[config.mk]
export PLATFORM = sky130hd
export DESIGN_NAME = ctc_greedy_decoder
export DESIGN_NICKNAME = d
export VERILOG_FILES = /design/src/sv/cgd_pkg.sv /design/src/sv/cgd_front.sv /design/src/sv/cgd_queue.sv /design/src/sv/cgd_back.sv /design/src/sv/ctc_greedy_decoder.sv
export SDC_FILE = /design/constraint.sdc
export NUM_CORES = 1
export LEC_CHECK = 0
export BUFFER_PORTS_ARGS = -buffer_cell sky130_fd_sc_hd__buf_2
export CORE_ASPECT_RATIO = 0.6
export CORE_MARGIN = 2
export CORE_UTILIZATION = 55
export CTS_BUF_LIST = sky130_fd_sc_hd__clkbuf_4
export CTS_CLUSTER_DIAMETER = 30
export DETAILED_ROUTE_END_ITERATION = 8
export PLACE_DENSITY_LB_ADDON = 0.2
export SETUP_SLACK_MARGIN = 0.4
export SYNTH_ARGS = -nofsm -noshare
export SYNTH_HDL_FRONTEND = slang
export SYNTH_HIERARCHICAL = 1
export SYNTH_SLANG_ARGS = --single-unit
export TNS_END_PERCENT = 50
[constraint.sdc]
create_clock -name clk -period 5.6 [get_ports clk]
set_input_delay 0.56 -clock clk [delete_from_list [all_inputs] [get_ports clk]]
set_output_delay 0.56 -clock clk [all_outputs]
set_load 0.01 [all_outputs]
[src/sv/cgd_pkg.sv]
package cgd_pkg;

  localparam int ScoreW     = 16;
  localparam int ClassW     = 13;
  localparam int MaxClasses = 8192;
  localparam int PosW       = $clog2(MaxClasses) + 1;
  localparam int DictW      = 14;
  localparam int SumW       = 25;
  localparam int CountW     = 10;
  localparam int QDepth     = 4;
  localparam int QPtrW      = $clog2(QDepth);
  localparam int DivSteps   = ScoreW;
  localparam int DivStepW   = $clog2(DivSteps);
  localparam int RemW       = CountW + 1;
  localparam int DictReset  = 8192;
  localparam int AddrW      = 3;
  localparam int DataW      = 32;

  // register byte addresses, word index in paddr[2]
  localparam logic [AddrW-1:0] RegDictSize = 3'd0;

  typedef struct packed {
    logic              emit;
    logic [ClassW-1:0] winner;
    logic [ScoreW-1:0] score;
    logic              seq_end;
  } event_t;

  typedef enum logic [1:0] {
    BK_IDLE,
    BK_DIV,
    BK_FIN
  } back_state_t;

endpackage

[src/sv/cgd_front.sv]
module cgd_front (
  input  logic                      clk,
  input  logic                      rst_n,
  input  logic                      in_tvalid,
  output logic                      in_tready,
  input  logic [cgd_pkg::ScoreW-1:0] class_score,
  input  logic                      step_end,
  input  logic                      sequence_end,
  input  logic [cgd_pkg::DictW-1:0] dict_size,
  input  logic                      q_full,
  output logic                      q_push,
  output cgd_pkg::event_t           q_data
);

  logic [cgd_pkg::PosW-1:0]   pos_r, pos_nxt;
  logic [cgd_pkg::ScoreW-1:0] best_score_r, best_score_nxt;
  logic [cgd_pkg::ClassW-1:0] best_class_r, best_class_nxt;
  logic [cgd_pkg::ClassW-1:0] prev_r, prev_nxt;

  logic                       fire;
  logic                       take;
  logic                       better;
  logic                       step_done;
  logic                       emit;
  logic [cgd_pkg::ScoreW-1:0] cur_score;
  logic [cgd_pkg::ClassW-1:0] cur_class;

  assign in_tready = !q_full;
  assign fire      = in_tvalid && in_tready;

  always_comb begin
    // classes past the saturation point are ignored
    take      = pos_r < cgd_pkg::PosW'(cgd_pkg::MaxClasses);
    better    = take && ((pos_r == '0) || (class_score > best_score_r));
    cur_score = better ? class_score : best_score_r;
    cur_class = better ? pos_r[cgd_pkg::ClassW-1:0] : best_class_r;
    step_done = step_end || sequence_end;
    emit      = step_done && (cur_class != '0) && (cur_class != prev_r)
                && (cgd_pkg::DictW'(cur_class) < dict_size);

    q_push         = fire && (emit || sequence_end);
    q_data.emit    = emit;
    q_data.winner  = cur_class;
    q_data.score   = cur_score;
    q_data.seq_end = sequence_end;

    pos_nxt        = pos_r;
    best_score_nxt = best_score_r;
    best_class_nxt = best_class_r;
    prev_nxt       = prev_r;
    if (fire) begin
      if (step_done) begin
        pos_nxt        = '0;
        best_score_nxt = '0;
        best_class_nxt = '0;
        prev_nxt       = sequence_end ? '0 : cur_class;
      end else begin
        pos_nxt        = take ? pos_r + 1'b1 : pos_r;
        best_score_nxt = cur_score;
        best_class_nxt = cur_class;
      end
    end
  end

  always_ff @(posedge clk) begin
    if (!rst_n) begin
      pos_r        <= '0;
      best_score_r <= '0;
      best_class_r <= '0;
      prev_r       <= '0;
    end else begin
      pos_r        <= pos_nxt;
      best_score_r <= best_score_nxt;
      best_class_r <= best_class_nxt;
      prev_r       <= prev_nxt;
    end
  end

endmodule

[src/sv/cgd_queue.sv]
module cgd_queue (
  input  logic            clk,
  input  logic            rst_n,
  input  logic            push,
  input  cgd_pkg::event_t push_data,
  output logic            full,
  output logic            valid,
  output cgd_pkg::event_t data,
  input  logic            pop
);

  cgd_pkg::event_t             mem_r [cgd_pkg::QDepth];
  logic [cgd_pkg::QPtrW-1:0]   wr_ptr_r, wr_ptr_nxt;
  logic [cgd_pkg::QPtrW-1:0]   rd_ptr_r, rd_ptr_nxt;
  logic [cgd_pkg::QPtrW:0]     count_r, count_nxt;

  assign full  = count_r == (cgd_pkg::QPtrW+1)'(cgd_pkg::QDepth);
  assign valid = count_r != '0;
  assign data  = mem_r[rd_ptr_r];

  always_comb begin
    wr_ptr_nxt = push ? wr_ptr_r + 1'b1 : wr_ptr_r;
    rd_ptr_nxt = pop ? rd_ptr_r + 1'b1 : rd_ptr_r;
    count_nxt  = count_r + (cgd_pkg::QPtrW+1)'(push) - (cgd_pkg::QPtrW+1)'(pop);
  end

  always_ff @(posedge clk) begin
    if (!rst_n) begin
      wr_ptr_r <= '0;
      rd_ptr_r <= '0;
      count_r  <= '0;
    end else begin
      wr_ptr_r <= wr_ptr_nxt;
      rd_ptr_r <= rd_ptr_nxt;
      count_r  <= count_nxt;
    end
  end

  always_ff @(posedge clk) begin
    if (push) begin
      mem_r[wr_ptr_r] <= push_data;
    end
  end

endmodule

[src/sv/cgd_back.sv]
module cgd_back (
  input  logic                       clk,
  input  logic                       rst_n,
  input  logic                       q_valid,
  input  cgd_pkg::event_t            q_data,
  output logic                       q_pop,
  output logic                       out_tvalid,
  input  logic                       out_tready,
  output logic                       char_valid,
  output logic [cgd_pkg::ClassW-1:0] char_index,
  output logic                       done_res,
  output logic [cgd_pkg::ScoreW-1:0] avg_confidence
);

  cgd_pkg::back_state_t state_r, state_nxt;

  logic [cgd_pkg::SumW-1:0]     sum_r, sum_nxt;
  logic [cgd_pkg::CountW-1:0]   cnt_r, cnt_nxt;
  logic [cgd_pkg::DivStepW-1:0] step_r, step_nxt;
  logic [cgd_pkg::RemW-1:0]     rem_r, rem_nxt;
  logic [cgd_pkg::ScoreW-1:0]   quo_r, quo_nxt;
  logic [cgd_pkg::ScoreW-1:0]   divd_r, divd_nxt;
  logic [cgd_pkg::CountW-1:0]   dvsr_r, dvsr_nxt;
  logic                         hold_emit_r, hold_emit_nxt;
  logic [cgd_pkg::ClassW-1:0]   hold_winner_r, hold_winner_nxt;

  logic                         out_valid_r, out_valid_nxt;
  logic                         char_valid_r, char_valid_nxt;
  logic [cgd_pkg::ClassW-1:0]   char_index_r, char_index_nxt;
  logic                         done_r, done_nxt;
  logic [cgd_pkg::ScoreW-1:0]   avg_r, avg_nxt;

  logic                         slot_free;
  logic [cgd_pkg::SumW:0]       sum_try;
  logic                         acc;
  logic [cgd_pkg::SumW-1:0]     new_sum;
  logic [cgd_pkg::CountW-1:0]   new_cnt;
  logic [cgd_pkg::RemW-1:0]     trial;
  logic                         qbit;

  assign out_tvalid     = out_valid_r;
  assign char_valid     = char_valid_r;
  assign char_index     = char_index_r;
  assign done_res       = done_r;
  assign avg_confidence = avg_r;

  always_comb begin
    slot_free = !out_valid_r || out_tready;
    // accumulate only while neither count nor sum would overflow
    sum_try   = {1'b0, sum_r} + (cgd_pkg::SumW+1)'(q_data.score);
    acc       = q_data.emit && (cnt_r != '1) && !sum_try[cgd_pkg::SumW];
    new_sum   = acc ? sum_try[cgd_pkg::SumW-1:0] : sum_r;
    new_cnt   = acc ? cnt_r + 1'b1 : cnt_r;
    // one restoring quotient bit per cycle
    trial     = {rem_r[cgd_pkg::RemW-2:0], divd_r[cgd_pkg::ScoreW-1]};
    qbit      = trial >= cgd_pkg::RemW'(dvsr_r);

    state_nxt       = state_r;
    sum_nxt         = sum_r;
    cnt_nxt         = cnt_r;
    step_nxt        = step_r;
    rem_nxt         = rem_r;
    quo_nxt         = quo_r;
    divd_nxt        = divd_r;
    dvsr_nxt        = dvsr_r;
    hold_emit_nxt   = hold_emit_r;
    hold_winner_nxt = hold_winner_r;
    out_valid_nxt   = out_tready ? 1'b0 : out_valid_r;
    char_valid_nxt  = char_valid_r;
    char_index_nxt  = char_index_r;
    done_nxt        = done_r;
    avg_nxt         = avg_r;
    q_pop           = 1'b0;

    unique case (state_r)
      cgd_pkg::BK_IDLE: begin
        if (q_valid && slot_free) begin
          q_pop = 1'b1;
          if (q_data.seq_end) begin
            rem_nxt         = cgd_pkg::RemW'(new_sum[cgd_pkg::SumW-1:cgd_pkg::ScoreW]);
            divd_nxt        = new_sum[cgd_pkg::ScoreW-1:0];
            dvsr_nxt        = new_cnt;
            quo_nxt         = '0;
            step_nxt        = '0;
            hold_emit_nxt   = q_data.emit;
            hold_winner_nxt = q_data.winner;
            sum_nxt         = '0;
            cnt_nxt         = '0;
            state_nxt       = cgd_pkg::BK_DIV;
          end else begin
            sum_nxt        = new_sum;
            cnt_nxt        = new_cnt;
            out_valid_nxt  = 1'b1;
            char_valid_nxt = 1'b1;
            char_index_nxt = q_data.winner;
            done_nxt       = 1'b0;
            avg_nxt        = '0;
          end
        end
      end
      cgd_pkg::BK_DIV: begin
        rem_nxt  = qbit ? trial - cgd_pkg::RemW'(dvsr_r) : trial;
        quo_nxt  = {quo_r[cgd_pkg::ScoreW-2:0], qbit};
        divd_nxt = {divd_r[cgd_pkg::ScoreW-2:0], 1'b0};
        step_nxt = step_r + 1'b1;
        if (step_r == cgd_pkg::DivStepW'(cgd_pkg::DivSteps - 1)) begin
          state_nxt = cgd_pkg::BK_FIN;
        end
      end
      cgd_pkg::BK_FIN: begin
        if (slot_free) begin
          out_valid_nxt  = 1'b1;
          char_valid_nxt = hold_emit_r;
          char_index_nxt = hold_emit_r ? hold_winner_r : '0;
          done_nxt       = 1'b1;
          avg_nxt        = (dvsr_r == '0) ? '0 : quo_r;
          state_nxt      = cgd_pkg::BK_IDLE;
        end
      end
      default: state_nxt = cgd_pkg::BK_IDLE;
    endcase
  end

  always_ff @(posedge clk) begin
    if (!rst_n) begin
      state_r     <= cgd_pkg::BK_IDLE;
      out_valid_r <= 1'b0;
      sum_r       <= '0;
      cnt_r       <= '0;
    end else begin
      state_r     <= state_nxt;
      out_valid_r <= out_valid_nxt;
      sum_r       <= sum_nxt;
      cnt_r       <= cnt_nxt;
    end
  end

  always_ff @(posedge clk) begin
    step_r        <= step_nxt;
    rem_r         <= rem_nxt;
    quo_r         <= quo_nxt;
    divd_r        <= divd_nxt;
    dvsr_r        <= dvsr_nxt;
    hold_emit_r   <= hold_emit_nxt;
    hold_winner_r <= hold_winner_nxt;
    char_valid_r  <= char_valid_nxt;
    char_index_r  <= char_index_nxt;
    done_r        <= done_nxt;
    avg_r         <= avg_nxt;
  end

endmodule

[src/sv/ctc_greedy_decoder.sv]
// ctc greedy best-path decoder
// in_*: one class score per transaction, classes of a time step in order;
//   in_tuser marks the last class of a step, in_tlast the last class of the
//   sequence (it also closes the step). a running argmax per step picks the
//   winner, ties to the lower class index.
// out_*: a transaction when a step's winner is emitted as a character (not
//   blank, not a repeat of the previous winner, below dict_size); the last
//   step's rides on the closing transaction per sequence, with floor mean confidence.
// cfg_*: apb register dict_size at byte address 0, write only while idle.
// throughput: one input transaction per cycle while in_tready is high. a
//   character result passes through the event queue and the output register.
//   the sequence result runs a restoring divider (one quotient bit per cycle)
//   before it leaves; meanwhile the 4-entry event queue keeps taking results
//   and in_tready drops only when that queue is full.
// a stalled receiver holds the output register; the queue then fills and
//   backs up into in_tready.
// reset (synchronous, active low) clears the argmax, previous winner,
//   confidence sum and count, empties the queue and sets dict_size to 8192.
module ctc_greedy_decoder (
  input  logic                           clk,
  input  logic                           rst_n,
  input  logic                           in_tvalid,
  output logic                           in_tready,
  input  logic [15:0]                    in_tdata,   // class_score
  input  logic                           in_tuser,   // step_end
  input  logic                           in_tlast,   // sequence_end
  output logic                           out_tvalid,
  input  logic                           out_tready,
  output logic [31:0]                    out_tdata,  // char_index, avg_confidence, zero pad
  output logic                           out_tuser,  // char_valid
  output logic                           out_tlast,  // done_res
  input  logic                           cfg_psel,
  input  logic                           cfg_penable,
  input  logic                           cfg_pwrite,
  input  logic [cgd_pkg::AddrW-1:0]      cfg_paddr,
  input  logic [cgd_pkg::DataW-1:0]      cfg_pwdata,
  output logic [cgd_pkg::DataW-1:0]      cfg_prdata,
  output logic                           cfg_pready
);

  logic [cgd_pkg::DictW-1:0]  dict_size_r, dict_size_nxt;
  logic                       cfg_wr;
  logic                       q_push;
  logic                       q_full;
  logic                       q_valid;
  logic                       q_pop;
  cgd_pkg::event_t            push_data;
  cgd_pkg::event_t            pop_data;
  logic [cgd_pkg::ClassW-1:0] char_index;
  logic [cgd_pkg::ScoreW-1:0] avg_confidence;

  assign cfg_pready = 1'b1;
  assign cfg_wr     = cfg_psel && cfg_penable && cfg_pwrite && cfg_pready;

  always_comb begin
    dict_size_nxt = dict_size_r;
    if (cfg_wr && (cfg_paddr[cgd_pkg::AddrW-1] == cgd_pkg::RegDictSize[cgd_pkg::AddrW-1])) begin
      dict_size_nxt = cfg_pwdata[cgd_pkg::DictW-1:0];
    end
    cfg_prdata = '0;
    if (cfg_paddr[cgd_pkg::AddrW-1] == cgd_pkg::RegDictSize[cgd_pkg::AddrW-1]) begin
      cfg_prdata = cgd_pkg::DataW'(dict_size_r);
    end
  end

  always_ff @(posedge clk) begin
    if (!rst_n) begin
      dict_size_r <= cgd_pkg::DictW'(cgd_pkg::DictReset);
    end else begin
      dict_size_r <= dict_size_nxt;
    end
  end

  cgd_front u_front (
    .clk          (clk),
    .rst_n        (rst_n),
    .in_tvalid    (in_tvalid),
    .in_tready    (in_tready),
    .class_score  (in_tdata),
    .step_end     (in_tuser),
    .sequence_end (in_tlast),
    .dict_size    (dict_size_r),
    .q_full       (q_full),
    .q_push       (q_push),
    .q_data       (push_data)
  );

  cgd_queue u_queue (
    .clk       (clk),
    .rst_n     (rst_n),
    .push      (q_push),
    .push_data (push_data),
    .full      (q_full),
    .valid     (q_valid),
    .data      (pop_data),
    .pop       (q_pop)
  );

  cgd_back u_back (
    .clk            (clk),
    .rst_n          (rst_n),
    .q_valid        (q_valid),
    .q_data         (pop_data),
    .q_pop          (q_pop),
    .out_tvalid     (out_tvalid),
    .out_tready     (out_tready),
    .char_valid     (out_tuser),
    .char_index     (char_index),
    .done_res       (out_tlast),
    .avg_confidence (avg_confidence)
  );

  assign out_tdata = {3'b000, avg_confidence, char_index};

  // the event queue is never written while full
  assert property (@(posedge clk) disable iff (!rst_n) q_push |-> !q_full)
    else $error("event queue overflow");

  // the back end only pops an entry that is present
  assert property (@(posedge clk) disable iff (!rst_n) q_pop |-> q_valid)
    else $error("event queue underflow");

  // a result that does not close the sequence always carries a character and no mean
  assert property (@(posedge clk) disable iff (!rst_n)
      (out_tvalid && !out_tlast) |-> (out_tuser && (avg_confidence == '0)))
    else $error("non-closing result without a character");

endmodule
# == After elaboration in Yosys (flattened, before gate mapping) ==
# Memory sizes are Yosys's and may differ from the RTL's. A register that Yosys moved wholly into a read port is not among the register bits.
# Index checks and enable logic that the tools add are counted.
# classes
addsub,9
n_lt_le_gt_ge,4
eq_ne,11
muxes,59
bitwise_logic,1
n_reduce_logical,34
# ops
operator,count
$mux W16,10
$pmux W16 S2,3
$mux W13,7
$mux W10,5
$mux W25,2
$mux W14,3
$add A25 B16 Y26,1
$pmux W13 S2,1
$pmux W10 S2,1
$gt A16 B16 Y1,1
$add A14 B1 Y14 const B,1
$logic_not A14 Y1,1
$lt A13 B14 Y1,1
$lt A14 B14 Y1 const B,1
$mux W1,14
$ne A13 B13 Y1,1
$reduce_bool A13 Y1,1
$logic_and A1 B1 Y1,12
$mux W2,6
$ge A11 B10 Y1,1
$add A10 B1 Y10 const B,1
$logic_not A10 Y1,1
$ne A10 B10 Y1 const B,1
$sub A10 B10 Y10,1
23 further kinds,41
# totals
regBits,216
ram_bits,124
word_cells,142
mem_count,1
# memory_table
name,depth,width,rd,rd_ports_with_merged_regs,write_ports,line,rtl
u_queue.mem_r,4,31,1,1,1,cgd_queue.sv:12,cgd_pkg::event_t mem_r [cgd_pkg::QDepth];

# == Logic depth before layout (Yosys ltp) ==
# depth
depth_word,12
depth_mapped,23
ltp_nobuf,20

# == Modules after synthesis ==
# The synthesis kept the hierarchy.
# modules_own_cells
module,instances,cells_each,area_each_um2,seq_area_each_um2
cgd_back,1,740,7532.2,3793.6
cgd_queue,1,203,4912.2,3903.7
cgd_front,1,454,3619.7,1121.1
ctc_greedy_decoder,1,101,858.3,280.3

# == Worst setup path after synthesis ==
# OpenSTA, ideal clock, no wires.
# synth_timing
path_kind,input -> register
from,input in_tdata[15]
to,"memory u_queue/mem_r[0][0] in the netlist's numbering, enable pin"
setup_ns,0.391
t_arrival_ns,4.747
required_time_ns,5.209
path_slack_ns,0.462
stages,18
cell_sequence,ha_1 > nand4_1 > nor4_2 > a21boi_2 > o31a_4 > buf_12 > buf_2 > buf_2 > mux2i_1 > inv_1 > ha_1 > and4b_1 > a21oi_1 > o21ai_0 > a311oi_1 > o31a_1 > a41o_1 > and2_1
# synth_rtl
item,line,rtl
"start, declared",ctc_greedy_decoder.sv:24,"input logic [15:0] in_tdata,"
"end, declared",cgd_queue.sv:12,

==> reports/metrics.csv <==
metric;value;unit
final_nets;1742;
power_frac_clock;0.246;
leakage;7.18;nW
antenna_found_initial;1;
final_max_slew_viol_count;0;
holdWs;72.0;ps
dr.pass1.iters;5;
synth-async-reset-ratio;0;
drt-vias-per-instance;5.78;
path_class;reg -> reg;
areaGrowthSynthToFinish;10.3;%
start_util;0.562;
internal_power;0.00534;W
totalWireLength;39200;um
rows;49;
cts_buffer_depth;3;
p_per_area;442;mW/mm^2
fin_ws;603;ps
synth_area_leader_cell;edfxtp_1;
synth-edff-count;225;
pwr-share-comb;0.321;
power.switching;0.00290;W
reg2reg_depth;19;
grt_pass1_wl;62600;um
final_common_cell;edfxtp_1;
cts.clk_slew.worst_paths;80;ps
swShare;0.352;
place_congestion;0.928;
cts_tree;done;
endpoint_kind;flip-flop;
period_share;0.892;
drv_cap;0;
ys_seq_elements;342;
synth-main-ff-cell;edfxtp_1;
hold_violations;0;
synth.cell_area;0.0169;mm^2
root_buffer;clkbuf_4;
cts_inserted_buffers;79;
dieWidth;230;um
layout-drive-gt1-share;0.189;
setup_viol;0;
worstPathRequired;6260;ps
syn_area_per_cell;11.3;um^2
routedWlPerCell;18.8;um
ir_drop;0.256;mV
track_usage;0.248;
ys.warnings.count;6;
grt.overflow.total;0;
rsz0062_at_grt;no;
syn_inst;1498;
fmax;200;MHz
place_ws;250;ps
min_path_cells;3;
io_buffers;86;
skew;43.3;ps
synth_area_leaders;edfxtp_1 40%, dfxtp_1 14%, ha_1 4.4%;
dieArea;0.0322;mm^2
fin_crit;5000;ps
synth.distinct_cells;87;
final_cell_mix;225 x edfxtp_1, 172 x nand2_1, 122 x clkbuf_4;
grt_pass1_vias;11400;
final_antenna_net_count;0;
worst_slew_pin_slew;1220;ps
cp_data_arrival_time;5650;ps
vias;12100;
max_slew_margin;0.184;
setup_tns;0;ps
min_path_type;in -> reg;
clk_latency;760;ps
io_pins;129;
cp_max_fo;15;
grt_max_degree;57;
die_h;140;um
pwr-share-seq;0.433;
synth_top_area_frac;0.399;
core_area;0.0301;mm^2
worstSetupStartpointType;flip-flop;
drc;0;
cts.sinks;342;
status;completed;
ys_seq_area_frac;0.538;
first_iter_violations;1270;
cts_htree_levels;3;
dp_hpwl;27000;um
stage by stage:
step           instances  area, um^2  total power [W]   util
2_1_floorplan       1518       17000          0.00548      -
3_3_place_gp        1937       17500          0.00616  0.582
3_5_place_dp        1937       17500          0.00622  0.582
4_1_cts             2083       18600          0.00827  0.618
5_1_grt             2091       18700          0.00875  0.620
6_report            2091       18700          0.00824  0.620
final timing paths:
path                                                            start                             to  slack [ps]
worst min register to register            dict_size_r[5]$_SDFFE_PN0P_    dict_size_r[5]$_SDFFE_PN0P_         470
worst min-delay path                                    cfg_pwdata[4]    dict_size_r[4]$_SDFFE_PN0P_          70
worst max register to register  u_front/best_score_r[15]$_SDFFE_PN0P_  u_queue/count_r[1]$_SDFF_PN0_         600
worst max-delay path            u_front/best_score_r[15]$_SDFFE_PN0P_  u_queue/count_r[1]$_SDFF_PN0_         600
power by group through the flow:
| stage | Clock, W | Combinational [W] | Sequential (W) |
|---|---|---|---|
| global placement | 0 | 0.00255 | 0.00361 |
| floorplan | 0 | 0.00191 | 0.00357 |
| global route | 0.00221 | 0.00292 | 0.00362 |
| finish | 0.00203 | 0.00265 | 0.00357 |
| detailed placement | 0 | 0.00260 | 0.00362 |
| CTS | 0.00209 | 0.00262 | 0.00357 |
final cells by class:
cell class,count,area (um^2)
repair buffers,117,683
well taps,408,510
inverters,83,312
fillers,2420,11400
clock buffers,122,916
flip-flops and latches,342,9100
diodes,2,5.00
clock inverters,21,111
multi-input cells,996,7020
cells in the mapped netlist, types with 27 or more instances:
cell / n
and2_1: 53
dfxtp_1: 117
o21ai_0: 63
xor2_1: 29
nor2_1: 71
mux4_2: 30
inv_1: 82
mux2i_1: 35
nor2b_1: 48
ha_1: 60
a21oi_1: 52
buf_4: 27
nand2_1: 173
nand3_1: 36
edfxtp_1: 225
clkbuf_1: 40
logic make-up after synthesis:
group | after synthesis | synth area share
XOR/XNOR | 56 | 0.0298
multiplexers | 71 | 0.0657
AND/OR/NAND/NOR | 492 | 0.148
other | 2 | 0.000444
flip-flops | 342 | 0.538
AO/OA/AOI/OAI | 292 | 0.117
buffers and inverters | 180 | 0.0536
adder cells (fa/ha/maj) | 63 | 0.0479
worst max-delay path: stages (launching register included):
cell and delay, ps:
dfxtp_1 330, inv_1 50, ha_1 300, nand4_1 240
nor4_2 380, a21boi_2 220, o31a_4 300, buf_4 160
mux2i_1 410, inv_1 250, ha_1 360, o2111ai_1 120
a31oi_1 160, nand3_1 90, or3_1 400, a41o_2 350
ha_1 210, inv_1 60, fa_1 400, nor2_1 100
sequential cells by signal, summed over array words and instances, names as in the netlist, 14 cells and up, named ones only:
signal                 flops
dict_size_r               14
u_back/avg_confidence     16
u_back/divd_r             16
u_back/quo_r              16
u_back/sum_r              25
u_front/best_score_r      16
u_front/pos_r             14
u_queue/mem_r            124
what timing repair did:
action / CTS / global route
hold buffers: 3 / 0
setup endpoints to repair: 0 / 70
setup buffers: 0 / 6
endpoints found under the hold margin: 3 / 0
gates resized for setup: 0 / 5
metal layers:
| metal | vias up | part of all wire | global-route usage |
|---|---|---|---|
| li1 | 5736 | - | - |
| met1 | 5856 | 0.50 | 0.396 |
| met2 | 450 | 0.41 | 0.330 |
| met3 | 53 | 0.083 | 0.0652 |
| met4 | 0 | 0.012 | 0.0669 |
| met5 | - | 0 | 0 |
No activity file was read; power rests on OpenSTA's default activity.
